`config.mk`:
```
export PLATFORM = sky130hd
export DESIGN_NAME = heading_velocity_fusion
export DESIGN_NICKNAME = d
export VERILOG_FILES = /design/src/rtl/core/hvf_pkg.sv /design/src/rtl/core/hvf_mac.sv /design/src/rtl/core/hvf_div.sv /design/src/rtl/core/heading_velocity_fusion.sv
export SDC_FILE = /design/constraint.sdc
export NUM_CORES = 2
export LEC_CHECK = 0
export ABC_CLOCK_PERIOD_IN_PS = 12460
export BUFFER_PORTS_ARGS = -buffer_cell sky130_fd_sc_hd__buf_2
export CORE_MARGIN = 2
export CORE_UTILIZATION = 50
export DETAILED_ROUTE_END_ITERATION = 7
export GPL_TIMING_DRIVEN = 0
export PLACE_DENSITY = 0.66
export SYNTH_ARGS = -nofsm -noshare
export SYNTH_HDL_FRONTEND = slang
export SYNTH_SLANG_ARGS = --single-unit
```
`constraint.sdc`:
```
create_clock -name clk -period 12.46 [get_ports clk]
set_input_delay 0.623 -clock clk [delete_from_list [all_inputs] [get_ports clk]]
set_output_delay 0.623 -clock clk [all_outputs]
set_load 0.1 [all_outputs]
```
`src/rtl/core/hvf_pkg.sv`:
```
`default_nettype none

package hvf_pkg;

	localparam int unsigned GAIN_W   = 32;
	localparam int unsigned EAG_W    = 24;
	localparam int unsigned DPC_W    = 20;
	localparam int unsigned WEIGHT_W = 17;
	localparam int unsigned ANGLE_W  = 32;
	localparam int unsigned SPEED_W  = 16;
	localparam int unsigned MAC_A_W  = 33;
	localparam int unsigned MAC_B_W  = 21;
	localparam int unsigned ACC_W    = 64;
	localparam int unsigned NUM_W    = 57;
	localparam int unsigned QUO_W    = 17;
	localparam int unsigned DIV_STEPS = QUO_W;
	localparam int unsigned DIV_CNT_W = $clog2(DIV_STEPS);

	localparam logic [1:0] REG_GYRO_GAIN   = 2'd0;
	localparam logic [1:0] REG_ENC_GAIN    = 2'd1;
	localparam logic [1:0] REG_DIST_COUNT  = 2'd2;
	localparam logic [1:0] REG_GYRO_WEIGHT = 2'd3;

	localparam logic [GAIN_W-1:0]   GYRO_GAIN_RST   = 32'd3202559782;
	localparam logic [EAG_W-1:0]    ENC_GAIN_RST    = 24'd1000000;
	localparam logic [DPC_W-1:0]    DIST_COUNT_RST  = 20'd9000;
	localparam logic [WEIGHT_W-1:0] GYRO_WEIGHT_RST = 17'd64225;
	localparam logic [WEIGHT_W-1:0] WEIGHT_ONE      = 17'd65536;

	localparam logic [MAC_A_W-1:0] US_PER_S    = 33'd1000000;
	localparam logic [MAC_A_W-1:0] GYRO_ROUND  = 33'h0_8000_0000;
	localparam logic [MAC_A_W-1:0] MIX_ROUND   = 33'd32768;
	localparam logic [MAC_B_W-1:0] HALF_DEN    = 21'd65536;
	localparam logic [MAC_B_W-1:0] MAC_UNIT    = 21'd1;

	localparam logic [SPEED_W-1:0] SPEED_MAX = 16'h7FFF;
	localparam logic [SPEED_W-1:0] SPEED_MIN = 16'h8000;

	typedef enum logic [2:0] {
		ST_IDLE,
		ST_MAC,
		ST_LOAD,
		ST_DIV,
		ST_DONE
	} state_t;

	typedef enum logic [3:0] {
		STEP_RATE_DT,
		STEP_GAIN_HI,
		STEP_GAIN_LO,
		STEP_GYRO_RND,
		STEP_ENC,
		STEP_MIX_GYRO,
		STEP_MIX_ENC,
		STEP_MIX_RND,
		STEP_DIST,
		STEP_US_HI,
		STEP_US_LO,
		STEP_HALF_DEN
	} step_t;

	typedef enum logic [1:0] {
		SH_NONE,
		SH_16,
		SH_20
	} sh_t;

	typedef struct packed {
		logic                      valid;
		logic                      clr;
		sh_t                       sh;
		logic signed [MAC_A_W-1:0] a;
		logic signed [MAC_B_W-1:0] b;
	} mac_op_t;

	typedef struct packed {
		logic              start;
		logic [NUM_W-1:0]  num;
		logic [15:0]       dt;
	} div_req_t;

	typedef struct packed {
		logic              done;
		logic [QUO_W-1:0]  quo;
	} div_rsp_t;

endpackage

`default_nettype wire

```
`src/rtl/core/hvf_mac.sv`:
```
`default_nettype none

module hvf_mac (
	input  logic                                  clk,
	input  logic                                  arst_n,
	input  hvf_pkg::mac_op_t                      op,
	output logic signed [hvf_pkg::ACC_W-1:0]      acc
);

	localparam int unsigned PROD_W = hvf_pkg::MAC_A_W + hvf_pkg::MAC_B_W;

	logic                            vld_s1;
	logic                            clr_s1;
	hvf_pkg::sh_t                    sh_s1;
	logic signed [PROD_W-1:0]        prod_s1;
	logic signed [hvf_pkg::ACC_W-1:0] acc_q;
	logic signed [hvf_pkg::ACC_W-1:0] base;

	always_ff @(posedge clk or negedge arst_n) begin
		if (!arst_n) begin
			vld_s1 <= 1'b0;
		end else begin
			vld_s1 <= op.valid;
		end
	end

	always_comb begin
		base = acc_q;
		if (clr_s1) begin
			base = '0;
		end else begin
			case (sh_s1)
				hvf_pkg::SH_16: base = acc_q <<< 16;
				hvf_pkg::SH_20: base = acc_q <<< 20;
				default:        base = acc_q;
			endcase
		end
	end

	always_ff @(posedge clk) begin
		if (op.valid) begin
			prod_s1 <= op.a * op.b;
			clr_s1  <= op.clr;
			sh_s1   <= op.sh;
		end
		if (vld_s1) begin
			acc_q <= base + hvf_pkg::ACC_W'(prod_s1);
		end
	end

	assign acc = acc_q;

endmodule

`default_nettype wire

```
`src/rtl/core/hvf_div.sv`:
```
`default_nettype none

module hvf_div (
	input  logic                clk,
	input  logic                arst_n,
	input  hvf_pkg::div_req_t   req,
	output hvf_pkg::div_rsp_t   rsp
);

	localparam int unsigned DSR_W = 16 + 33;

	logic                           busy_q;
	logic                           done_q;
	logic [hvf_pkg::DIV_CNT_W-1:0]  cnt_q;
	logic [hvf_pkg::NUM_W-1:0]      rem_q;
	logic [DSR_W-1:0]               dsr_q;
	logic [hvf_pkg::QUO_W-1:0]      quo_q;
	logic [hvf_pkg::NUM_W-1:0]      dsr_ext;
	logic                           ge;

	assign dsr_ext = hvf_pkg::NUM_W'(dsr_q);
	assign ge      = rem_q >= dsr_ext;

	always_ff @(posedge clk or negedge arst_n) begin
		if (!arst_n) begin
			busy_q <= 1'b0;
			done_q <= 1'b0;
			cnt_q  <= '0;
		end else begin
			done_q <= 1'b0;
			if (req.start) begin
				busy_q <= 1'b1;
				cnt_q  <= '0;
			end else if (busy_q) begin
				cnt_q <= cnt_q + 1'b1;
				if (cnt_q == hvf_pkg::DIV_CNT_W'(hvf_pkg::DIV_STEPS - 1)) begin
					busy_q <= 1'b0;
					done_q <= 1'b1;
				end
			end
		end
	end

	always_ff @(posedge clk) begin
		if (req.start) begin
			rem_q <= req.num;
			dsr_q <= {req.dt, 33'b0};
		end else if (busy_q) begin
			if (ge) begin
				rem_q <= rem_q - dsr_ext;
			end
			quo_q <= {quo_q[hvf_pkg::QUO_W-2:0], ge};
			dsr_q <= dsr_q >> 1;
		end
	end

	assign rsp.done = done_q;
	assign rsp.quo  = quo_q;

endmodule

`default_nettype wire

```
`src/rtl/core/heading_velocity_fusion.sv`:
```
`default_nettype none

// Gyro and wheel-encoder heading and speed fusion. Each input transaction is
// either an update tick (tuser 0) or a heading reset (tuser 1). An update
// runs twelve multiply-accumulate steps on one shared 33x21-bit multiplier
// with a 64-bit accumulator, and then a restoring divider for the speed,
// after which the result passes through the done state into the output
// register. A heading reset goes from acceptance straight to the done state
// and then into the output register. The block takes one item at a time;
// the input is ready again once the result is in the output register, even
// while it waits to be taken.
module heading_velocity_fusion (
	input  logic        clk,
	input  logic        arst_n,
	input  logic        s_axis_tvalid,
	output logic        s_axis_tready,
	// gyro_rate[15:0], left_counts[31:16], right_counts[47:32],
	// elapsed_us[63:48], preset_heading[95:64]
	input  logic [95:0] s_axis_tdata,
	// command[0]
	input  logic [0:0]  s_axis_tuser,
	output logic        m_axis_tvalid,
	input  logic        m_axis_tready,
	// heading[31:0], velocity[47:32]
	output logic [47:0] m_axis_tdata,
	input  logic        cfg_we,
	input  logic [1:0]  cfg_index,
	input  logic [31:0] cfg_data
);

	hvf_pkg::state_t state_q, state_d;
	hvf_pkg::step_t  step_q, step_d;
	logic            phase_q, phase_d;

	logic [hvf_pkg::GAIN_W-1:0]   gyro_gain_q;
	logic [hvf_pkg::EAG_W-1:0]    enc_gain_q;
	logic [hvf_pkg::DPC_W-1:0]    dist_count_q;
	logic [hvf_pkg::WEIGHT_W-1:0] gyro_weight_q;

	logic [hvf_pkg::ANGLE_W-1:0] gy_q;
	logic [hvf_pkg::ANGLE_W-1:0] ey_q;
	logic [hvf_pkg::ANGLE_W-1:0] fused_q;
	logic [hvf_pkg::SPEED_W-1:0] speed_q;

	logic signed [15:0] rate_q;
	logic signed [15:0] left_q;
	logic signed [15:0] right_q;
	logic [15:0]        dt_q;
	logic [31:0]        p1_q;
	logic [19:0]        m_lo_q;

	logic [hvf_pkg::ANGLE_W-1:0] out_heading_q;
	logic [hvf_pkg::SPEED_W-1:0] out_velocity_q;
	logic                        m_valid_q;

	logic signed [16:0] diff;
	logic signed [16:0] sum;
	logic [16:0]        mag;
	logic               neg;
	logic [hvf_pkg::WEIGHT_W-1:0] w;
	logic [hvf_pkg::WEIGHT_W-1:0] wc;

	logic signed [hvf_pkg::ACC_W-1:0] acc;
	hvf_pkg::mac_op_t  mac_op;
	hvf_pkg::div_req_t div_req;
	hvf_pkg::div_rsp_t div_rsp;

	logic accept;
	logic out_load;
	logic issue;
	logic [hvf_pkg::SPEED_W-1:0] speed_new;

	assign accept = s_axis_tvalid && s_axis_tready;

	assign diff = 17'(right_q) - 17'(left_q);
	assign sum  = 17'(right_q) + 17'(left_q);
	assign neg  = sum[16];
	assign mag  = neg ? 17'(-sum) : 17'(sum);
	assign w    = (gyro_weight_q > hvf_pkg::WEIGHT_ONE) ? hvf_pkg::WEIGHT_ONE : gyro_weight_q;
	assign wc   = hvf_pkg::WEIGHT_ONE - w;

	always_ff @(posedge clk or negedge arst_n) begin
		if (!arst_n) begin
			state_q <= hvf_pkg::ST_IDLE;
			step_q  <= hvf_pkg::STEP_RATE_DT;
			phase_q <= 1'b0;
		end else begin
			state_q <= state_d;
			step_q  <= step_d;
			phase_q <= phase_d;
		end
	end

	always_comb begin
		state_d       = state_q;
		step_d        = step_q;
		phase_d       = phase_q;
		s_axis_tready = 1'b0;
		issue         = 1'b0;
		div_req.start = 1'b0;
		div_req.num   = acc[hvf_pkg::NUM_W-1:0];
		div_req.dt    = dt_q;
		out_load      = 1'b0;
		case (state_q)
			hvf_pkg::ST_IDLE: begin
				s_axis_tready = 1'b1;
				if (s_axis_tvalid) begin
					step_d  = hvf_pkg::STEP_RATE_DT;
					phase_d = 1'b0;
					state_d = s_axis_tuser[0] ? hvf_pkg::ST_DONE : hvf_pkg::ST_MAC;
				end
			end
			hvf_pkg::ST_MAC: begin
				phase_d = !phase_q;
				if (!phase_q) begin
					issue = 1'b1;
				end else begin
					case (step_q)
						hvf_pkg::STEP_RATE_DT:  step_d = hvf_pkg::STEP_GAIN_HI;
						hvf_pkg::STEP_GAIN_HI:  step_d = hvf_pkg::STEP_GAIN_LO;
						hvf_pkg::STEP_GAIN_LO:  step_d = hvf_pkg::STEP_GYRO_RND;
						hvf_pkg::STEP_GYRO_RND: step_d = hvf_pkg::STEP_ENC;
						hvf_pkg::STEP_ENC:      step_d = hvf_pkg::STEP_MIX_GYRO;
						hvf_pkg::STEP_MIX_GYRO: step_d = hvf_pkg::STEP_MIX_ENC;
						hvf_pkg::STEP_MIX_ENC:  step_d = hvf_pkg::STEP_MIX_RND;
						hvf_pkg::STEP_MIX_RND:  step_d = hvf_pkg::STEP_DIST;
						hvf_pkg::STEP_DIST:     step_d = hvf_pkg::STEP_US_HI;
						hvf_pkg::STEP_US_HI:    step_d = hvf_pkg::STEP_US_LO;
						hvf_pkg::STEP_US_LO:    step_d = hvf_pkg::STEP_HALF_DEN;
						default: begin
							step_d  = hvf_pkg::STEP_RATE_DT;
							state_d = hvf_pkg::ST_LOAD;
						end
					endcase
				end
			end
			hvf_pkg::ST_LOAD: begin
				div_req.start = 1'b1;
				state_d       = hvf_pkg::ST_DIV;
			end
			hvf_pkg::ST_DIV: begin
				if (div_rsp.done) begin
					state_d = hvf_pkg::ST_DONE;
				end
			end
			hvf_pkg::ST_DONE: begin
				if (!m_valid_q || m_axis_tready) begin
					out_load = 1'b1;
					state_d  = hvf_pkg::ST_IDLE;
				end
			end
			default: state_d = hvf_pkg::ST_IDLE;
		endcase
	end

	always_comb begin
		mac_op.valid = issue;
		mac_op.clr   = 1'b0;
		mac_op.sh    = hvf_pkg::SH_NONE;
		mac_op.a     = '0;
		mac_op.b     = '0;
		case (step_q)
			hvf_pkg::STEP_RATE_DT: begin
				mac_op.clr = 1'b1;
				mac_op.a   = 33'(rate_q);
				mac_op.b   = {5'b0, dt_q};
			end
			hvf_pkg::STEP_GAIN_HI: begin
				mac_op.clr = 1'b1;
				mac_op.a   = {acc[31], acc[31:0]};
				mac_op.b   = {5'b0, gyro_gain_q[31:16]};
			end
			hvf_pkg::STEP_GAIN_LO: begin
				mac_op.sh = hvf_pkg::SH_16;
				mac_op.a  = {p1_q[31], p1_q};
				mac_op.b  = {5'b0, gyro_gain_q[15:0]};
			end
			hvf_pkg::STEP_GYRO_RND: begin
				mac_op.a = hvf_pkg::GYRO_ROUND;
				mac_op.b = hvf_pkg::MAC_UNIT;
			end
			hvf_pkg::STEP_ENC: begin
				mac_op.clr = 1'b1;
				mac_op.a   = {9'b0, enc_gain_q};
				mac_op.b   = 21'(diff);
			end
			hvf_pkg::STEP_MIX_GYRO: begin
				mac_op.clr = 1'b1;
				mac_op.a   = {gy_q[31], gy_q};
				mac_op.b   = {4'b0, w};
			end
			hvf_pkg::STEP_MIX_ENC: begin
				mac_op.a = {ey_q[31], ey_q};
				mac_op.b = {4'b0, wc};
			end
			hvf_pkg::STEP_MIX_RND: begin
				mac_op.a = hvf_pkg::MIX_ROUND;
				mac_op.b = hvf_pkg::MAC_UNIT;
			end
			hvf_pkg::STEP_DIST: begin
				mac_op.clr = 1'b1;
				mac_op.a   = {16'b0, mag};
				mac_op.b   = {1'b0, dist_count_q};
			end
			hvf_pkg::STEP_US_HI: begin
				mac_op.clr = 1'b1;
				mac_op.a   = hvf_pkg::US_PER_S;
				mac_op.b   = {4'b0, acc[36:20]};
			end
			hvf_pkg::STEP_US_LO: begin
				mac_op.sh = hvf_pkg::SH_20;
				mac_op.a  = hvf_pkg::US_PER_S;
				mac_op.b  = {1'b0, m_lo_q};
			end
			hvf_pkg::STEP_HALF_DEN: begin
				mac_op.a = {17'b0, dt_q};
				mac_op.b = hvf_pkg::HALF_DEN;
			end
			default: mac_op.valid = issue;
		endcase
	end

	always_comb begin
		if (neg) begin
			if (div_rsp.quo[16] || (div_rsp.quo[15:0] > hvf_pkg::SPEED_MIN)) begin
				speed_new = hvf_pkg::SPEED_MIN;
			end else begin
				speed_new = 16'(~div_rsp.quo[15:0] + 16'd1);
			end
		end else begin
			if (div_rsp.quo[16] || (div_rsp.quo[15:0] > hvf_pkg::SPEED_MAX)) begin
				speed_new = hvf_pkg::SPEED_MAX;
			end else begin
				speed_new = div_rsp.quo[15:0];
			end
		end
	end

	always_ff @(posedge clk or negedge arst_n) begin
		if (!arst_n) begin
			gyro_gain_q   <= hvf_pkg::GYRO_GAIN_RST;
			enc_gain_q    <= hvf_pkg::ENC_GAIN_RST;
			dist_count_q  <= hvf_pkg::DIST_COUNT_RST;
			gyro_weight_q <= hvf_pkg::GYRO_WEIGHT_RST;
			gy_q          <= '0;
			ey_q          <= '0;
			fused_q       <= '0;
			speed_q       <= '0;
			m_valid_q     <= 1'b0;
		end else begin
			if (cfg_we) begin
				case (cfg_index)
					hvf_pkg::REG_GYRO_GAIN:   gyro_gain_q   <= cfg_data;
					hvf_pkg::REG_ENC_GAIN:    enc_gain_q    <= cfg_data[23:0];
					hvf_pkg::REG_DIST_COUNT:  dist_count_q  <= cfg_data[19:0];
					hvf_pkg::REG_GYRO_WEIGHT: gyro_weight_q <= cfg_data[16:0];
					default: gyro_weight_q <= gyro_weight_q;
				endcase
			end
			if (accept && s_axis_tuser[0]) begin
				gy_q    <= s_axis_tdata[95:64];
				ey_q    <= s_axis_tdata[95:64];
				fused_q <= s_axis_tdata[95:64];
			end
			if (issue) begin
				case (step_q)
					hvf_pkg::STEP_ENC:      gy_q    <= gy_q + acc[63:32];
					hvf_pkg::STEP_MIX_GYRO: ey_q    <= ey_q + acc[31:0];
					hvf_pkg::STEP_DIST:     fused_q <= acc[47:16];
					default:                fused_q <= fused_q;
				endcase
			end
			if ((state_q == hvf_pkg::ST_DIV) && div_rsp.done && (dt_q != 16'd0)) begin
				speed_q <= speed_new;
			end
			if (out_load) begin
				m_valid_q <= 1'b1;
			end else if (m_axis_tready) begin
				m_valid_q <= 1'b0;
			end
		end
	end

	always_ff @(posedge clk) begin
		if (accept) begin
			rate_q  <= s_axis_tdata[15:0];
			left_q  <= s_axis_tdata[31:16];
			right_q <= s_axis_tdata[47:32];
			dt_q    <= s_axis_tdata[63:48];
		end
		if (issue && (step_q == hvf_pkg::STEP_GAIN_HI)) begin
			p1_q <= acc[31:0];
		end
		if (issue && (step_q == hvf_pkg::STEP_US_HI)) begin
			m_lo_q <= acc[19:0];
		end
		if (out_load) begin
			out_heading_q  <= fused_q;
			out_velocity_q <= speed_q;
		end
	end

	assign m_axis_tvalid = m_valid_q;
	assign m_axis_tdata  = {out_velocity_q, out_heading_q};

	hvf_mac u_mac (
		.clk    (clk),
		.arst_n (arst_n),
		.op     (mac_op),
		.acc    (acc)
	);

	hvf_div u_div (
		.clk    (clk),
		.arst_n (arst_n),
		.req    (div_req),
		.rsp    (div_rsp)
	);

	a_div_done_in_div: assert property (@(posedge clk) disable iff (!arst_n)
		div_rsp.done |-> state_q == hvf_pkg::ST_DIV)
		else $error("divider result outside the divide state");

	a_out_from_done: assert property (@(posedge clk) disable iff (!arst_n)
		$rose(m_axis_tvalid) |-> $past(state_q) == hvf_pkg::ST_DONE)
		else $error("output raised outside the done state");

	a_reset_heading: assert property (@(posedge clk) disable iff (!arst_n)
		(accept && s_axis_tuser[0]) |=>
			(state_q == hvf_pkg::ST_DONE) && (fused_q == $past(s_axis_tdata[95:64])))
		else $error("heading reset not applied");

	a_speed_hold: assert property (@(posedge clk) disable iff (!arst_n)
		((state_q == hvf_pkg::ST_DIV) && div_rsp.done && (dt_q == 16'd0)) |=>
			$stable(speed_q))
		else $error("speed changed on a zero time step");

	a_no_issue_busy_div: assert property (@(posedge clk) disable iff (!arst_n)
		div_req.start |=> !mac_op.valid && (state_q == hvf_pkg::ST_DIV))
		else $error("multiply issued while dividing");

endmodule

`default_nettype wire
```
==> results.md <==
* Status: finished with violations
* Failing checks: max-capacitance violations, max-slew violations
* Critical path startpoint category: flip-flop
* Worst-Margin Slew at 1520 ps
* Library cells used by synthesis at 90
* Slew HR at -0.0160
* Setup-failing EPs final at 0
* Yosys top cell by area: fa_1
* Slowest CP cell: nand4_1
* Die area at between 0.1 and 0.15 sq mm
* Register area share after synthesis at 0.282
* Post-Syn Area per Cell at approximately 9.4 sq um
* Critical Path RT at approximately 13,000 ps
* Fin crit share at 0.980
* Critical Path End Type: flip-flop
* Num CTS Buffers at just over 70
* Worst-path fanout max at 10
* Top cell by count, worst path: fa_1
* Proportion of synthesized area in mux cells at 0.0246
* H-tree Lvls at 3
* I/O Buffers at ~190
* Total core area at between 0.1 and 0.15 sq mm
* Dpl hpwl at 189,000 microns
* Placer congestion estimate at a little over 1
* GRT Util Overall at 0.373
* Clock skew at 33.7 ps
* Number of fillers in the final layout at around 11,000
* Area growth from synthesis to layout at 9.51%
* Crit-path max cell delay at approximately 930 ps
* Post-synth EDFFs at about 380
* Largest net degree at the start of global routing at 111
* WP data arrival at about 13,000 ps
* Detailed-route DRC error count at 0
* Yosys reg bits at between 600 and 700
* Hold/Removal Path Class: in2reg
* GRT overflow at 0
* Clock tree sinks at 630
* Area contributors post-synth: fa_1 (22%), edfxtp_1 (18%), dfrtp_1 (7.3%)
* Slew Limit Fails at 11
* Synthesized instance count at roughly 6,600
* Placed cells at between 8,000 and 9,000
* Root buffer cell: clkbuf_16
* Post-CTS setup buffer count at 0
* Die Ht at 357 microns
* Detailed-router iteration count before antenna repair at 7
* Via count at ~53,000
* Mapped cell area at between 0.06 and 0.07 sq mm
* CTS tree: yes
* First-pass GRT wire length at 346,000 microns
* Initial antenna violation count at 14
* Vias in the first global route at between 50,000 and 60,000
* CP Class: reg2reg
* IO Pins at approximately 190
* Fmax at a little over 80 MHz
* Clock Pin Slew Worst Setup and Hold Paths at 70 ps
* Simple-gate share of the synthesized area at 0.137
* Wire length per cell at roughly 27 microns
* Compound-Gate Fraction of Synth Area at 0.153
* Site Rows at 129
* Drt via density at 6.10
* Post-synthesis xor/xnor area fraction at 0.0355
* Asr flop ratio synth at 0.352
* Max-Cap Viols at 1
* Die Wd at around 360 microns
* Synth top area share at 0.223
* Worst-Skew Late Latency at roughly 700 ps
* Area share of fa/ha/maj cells after synthesis at 0.293
* Initial Util at 0.504
* Clock tree buffer depth at 3
* Routed wire length at between 200,000 and 250,000 microns
* RSZ-0062 raised after global routing: true
* Final hold violations at 0
* Share of post-route cells with drive strength above 1 at 0.0743
* Detail Route Antenna Nets at 0
* YS warnings at 0
* Min cycle time layout at approximately 12,000 ps
* Initial DRC count at between 5,000 and 6,000
* Largest family of logic cells by synthesized area: adder cells
* Finished Layout Cells at roughly 8,600
* Total Nets Final at 8,092
* Synth Flop Type: edfxtp_1
==> kinds of logic after synthesis <==
group,count (synthesis)
AND/OR/NAND/NOR,1845
flip-flops,630
XOR/XNOR,252
buffers and inverters,1241
AO/OA/AOI/OAI,1462
adder cells (fa/ha/maj),1041
other,2
multiplexers,141
==> metal layers <==
| metal | vias up | part of all wire | routed length [microns] | GRT usage |
|---|---|---|---|---|
| met4 | 6 | 0.066 | 15500 | 0.217 |
| met2 | 2603 | 0.45 | 107000 | 0.589 |
| met3 | 631 | 0.091 | 21600 | 0.0778 |
| li1 | 22900 | - | - | - |
| met5 | - | 0.00018 | 42 | 0 |
| met1 | 26400 | 0.39 | 92300 | 0.475 |
==> synthesized netlist by cell type (all sizes together) (157+ instances only) <==
library cell	number
and2	187
nor2	432
edfxtp	375
clkbuf	301
fa	693
dfrtp	181
o21ai	261
nand2	751
inv	903
ha	348
a21oi	441
xnor2	157
==> metrics by stage <==
stage,util,instance area (sq um),setup TNS [ps],hold WS [ps],worst slack (ps)
after detailed placement,0.530,65500,0,420,299
after CTS,0.551,68000,0,82.5,260
after floorplan,-,62300,0,327,2810
after global routing,0.551,68100,-2.36,111,-2.36
after global placement,0.528,65300,0,433,256
final,0.551,68100,0,114,245
==> area by class of cell <==
cell class	instances	area [sq um]	share of cell area
diodes	7	17.5	0.000257
plain buffers	336	1280	0.0189
clock buffers	95	2000	0.0294
clock inverters	39	544	0.00799
inverters	905	3400	0.0499
multi-input cells	4770	40100	0.589
flip-flops and latches	630	17500	0.257
well taps	1637	2050	0.0301
repair buffers	200	1150	0.0168
==> worst max-delay path: cells and delay by family (launching register included) <==
family	cells	cell delay [ps]
simple gates	3	1860
flops	1	410
compound gates	11	2830
buf+inv	8	2820
fa+ha+maj	8	3970
==> registers in the layout (all words and copies together), names as in the netlist, 17 cells and up <==
register	count
ey_q	32
u_div.rem_q	57
gyro_gain_q	32
gy_q	32
u_mac.acc	64
u_div.dsr_q	49
out_heading_q	32
fused_q	32
u_mac.prod_s1	54
u_div.quo_q	17
gyro_weight_q	17
enc_gain_q	24
dist_count_q	20
p1_q	32
m_lo_q	20
==> repair_timing <==
action | CTS | global route
hold endpoints to repair | 6 | 0
endpoints found under the setup margin | 0 | 7
hold buffers | 1 | 0
resized for setup | 0 | 23
==> worst paths after layout <==
kind,startpoint,end,slack (ps),depth (start not counted)
min in group asynchronous,arst_n,speed_q[1]$_DFFE_PN0P_,330,2
worst max-delay path,step_q[1]$_DFFE_PN0P_,u_mac.prod_s1[52]$_DFFE_PP_,240,30
worst min-delay path,s_axis_tdata[24],left_q[8]$_DFFE_PP_,110,1
max in group asynchronous,arst_n,gy_q[21]$_DFF_PN0_,10680,4
worst min register to register,fused_q[15]$_DFFE_PN0P_,out_heading_q[15]$_DFFE_PP_,440,0
worst max register to register,step_q[1]$_DFFE_PN0P_,u_mac.prod_s1[52]$_DFFE_PP_,240,30
==> cell usage in the layout, fill, tap and decap left out, types with 40 or more instances in the layout <==
master,netlist,layout
edfxtp_1,375,375
nand2b_1,43,43
nor3_1,70,68
inv_1,903,902
mux2_2,96,96
buf_2,8,196
o31ai_1,42,42
a21oi_1,440,439
clkbuf_16,0,75
fa_1,693,693
and3_1,42,41
clkbuf_1,301,309
nand3_1,83,82
a22oi_1,125,125
or3_1,40,40
a211oi_1,92,92
nand2_1,750,750
nand4_1,70,70
xor2_1,95,95
nor2_1,432,431
a21o_1,151,150
dfrtp_1,181,180
mux2i_1,45,45
dfstp_2,41,41
o21ai_0,245,243
a31oi_1,52,52
ha_1,348,348
xnor2_1,157,157
and2_1,185,183
Power is left out: the tool's default activity adds up to more than one toggle a clock period on the data nets, which glitch-free logic cannot reach.
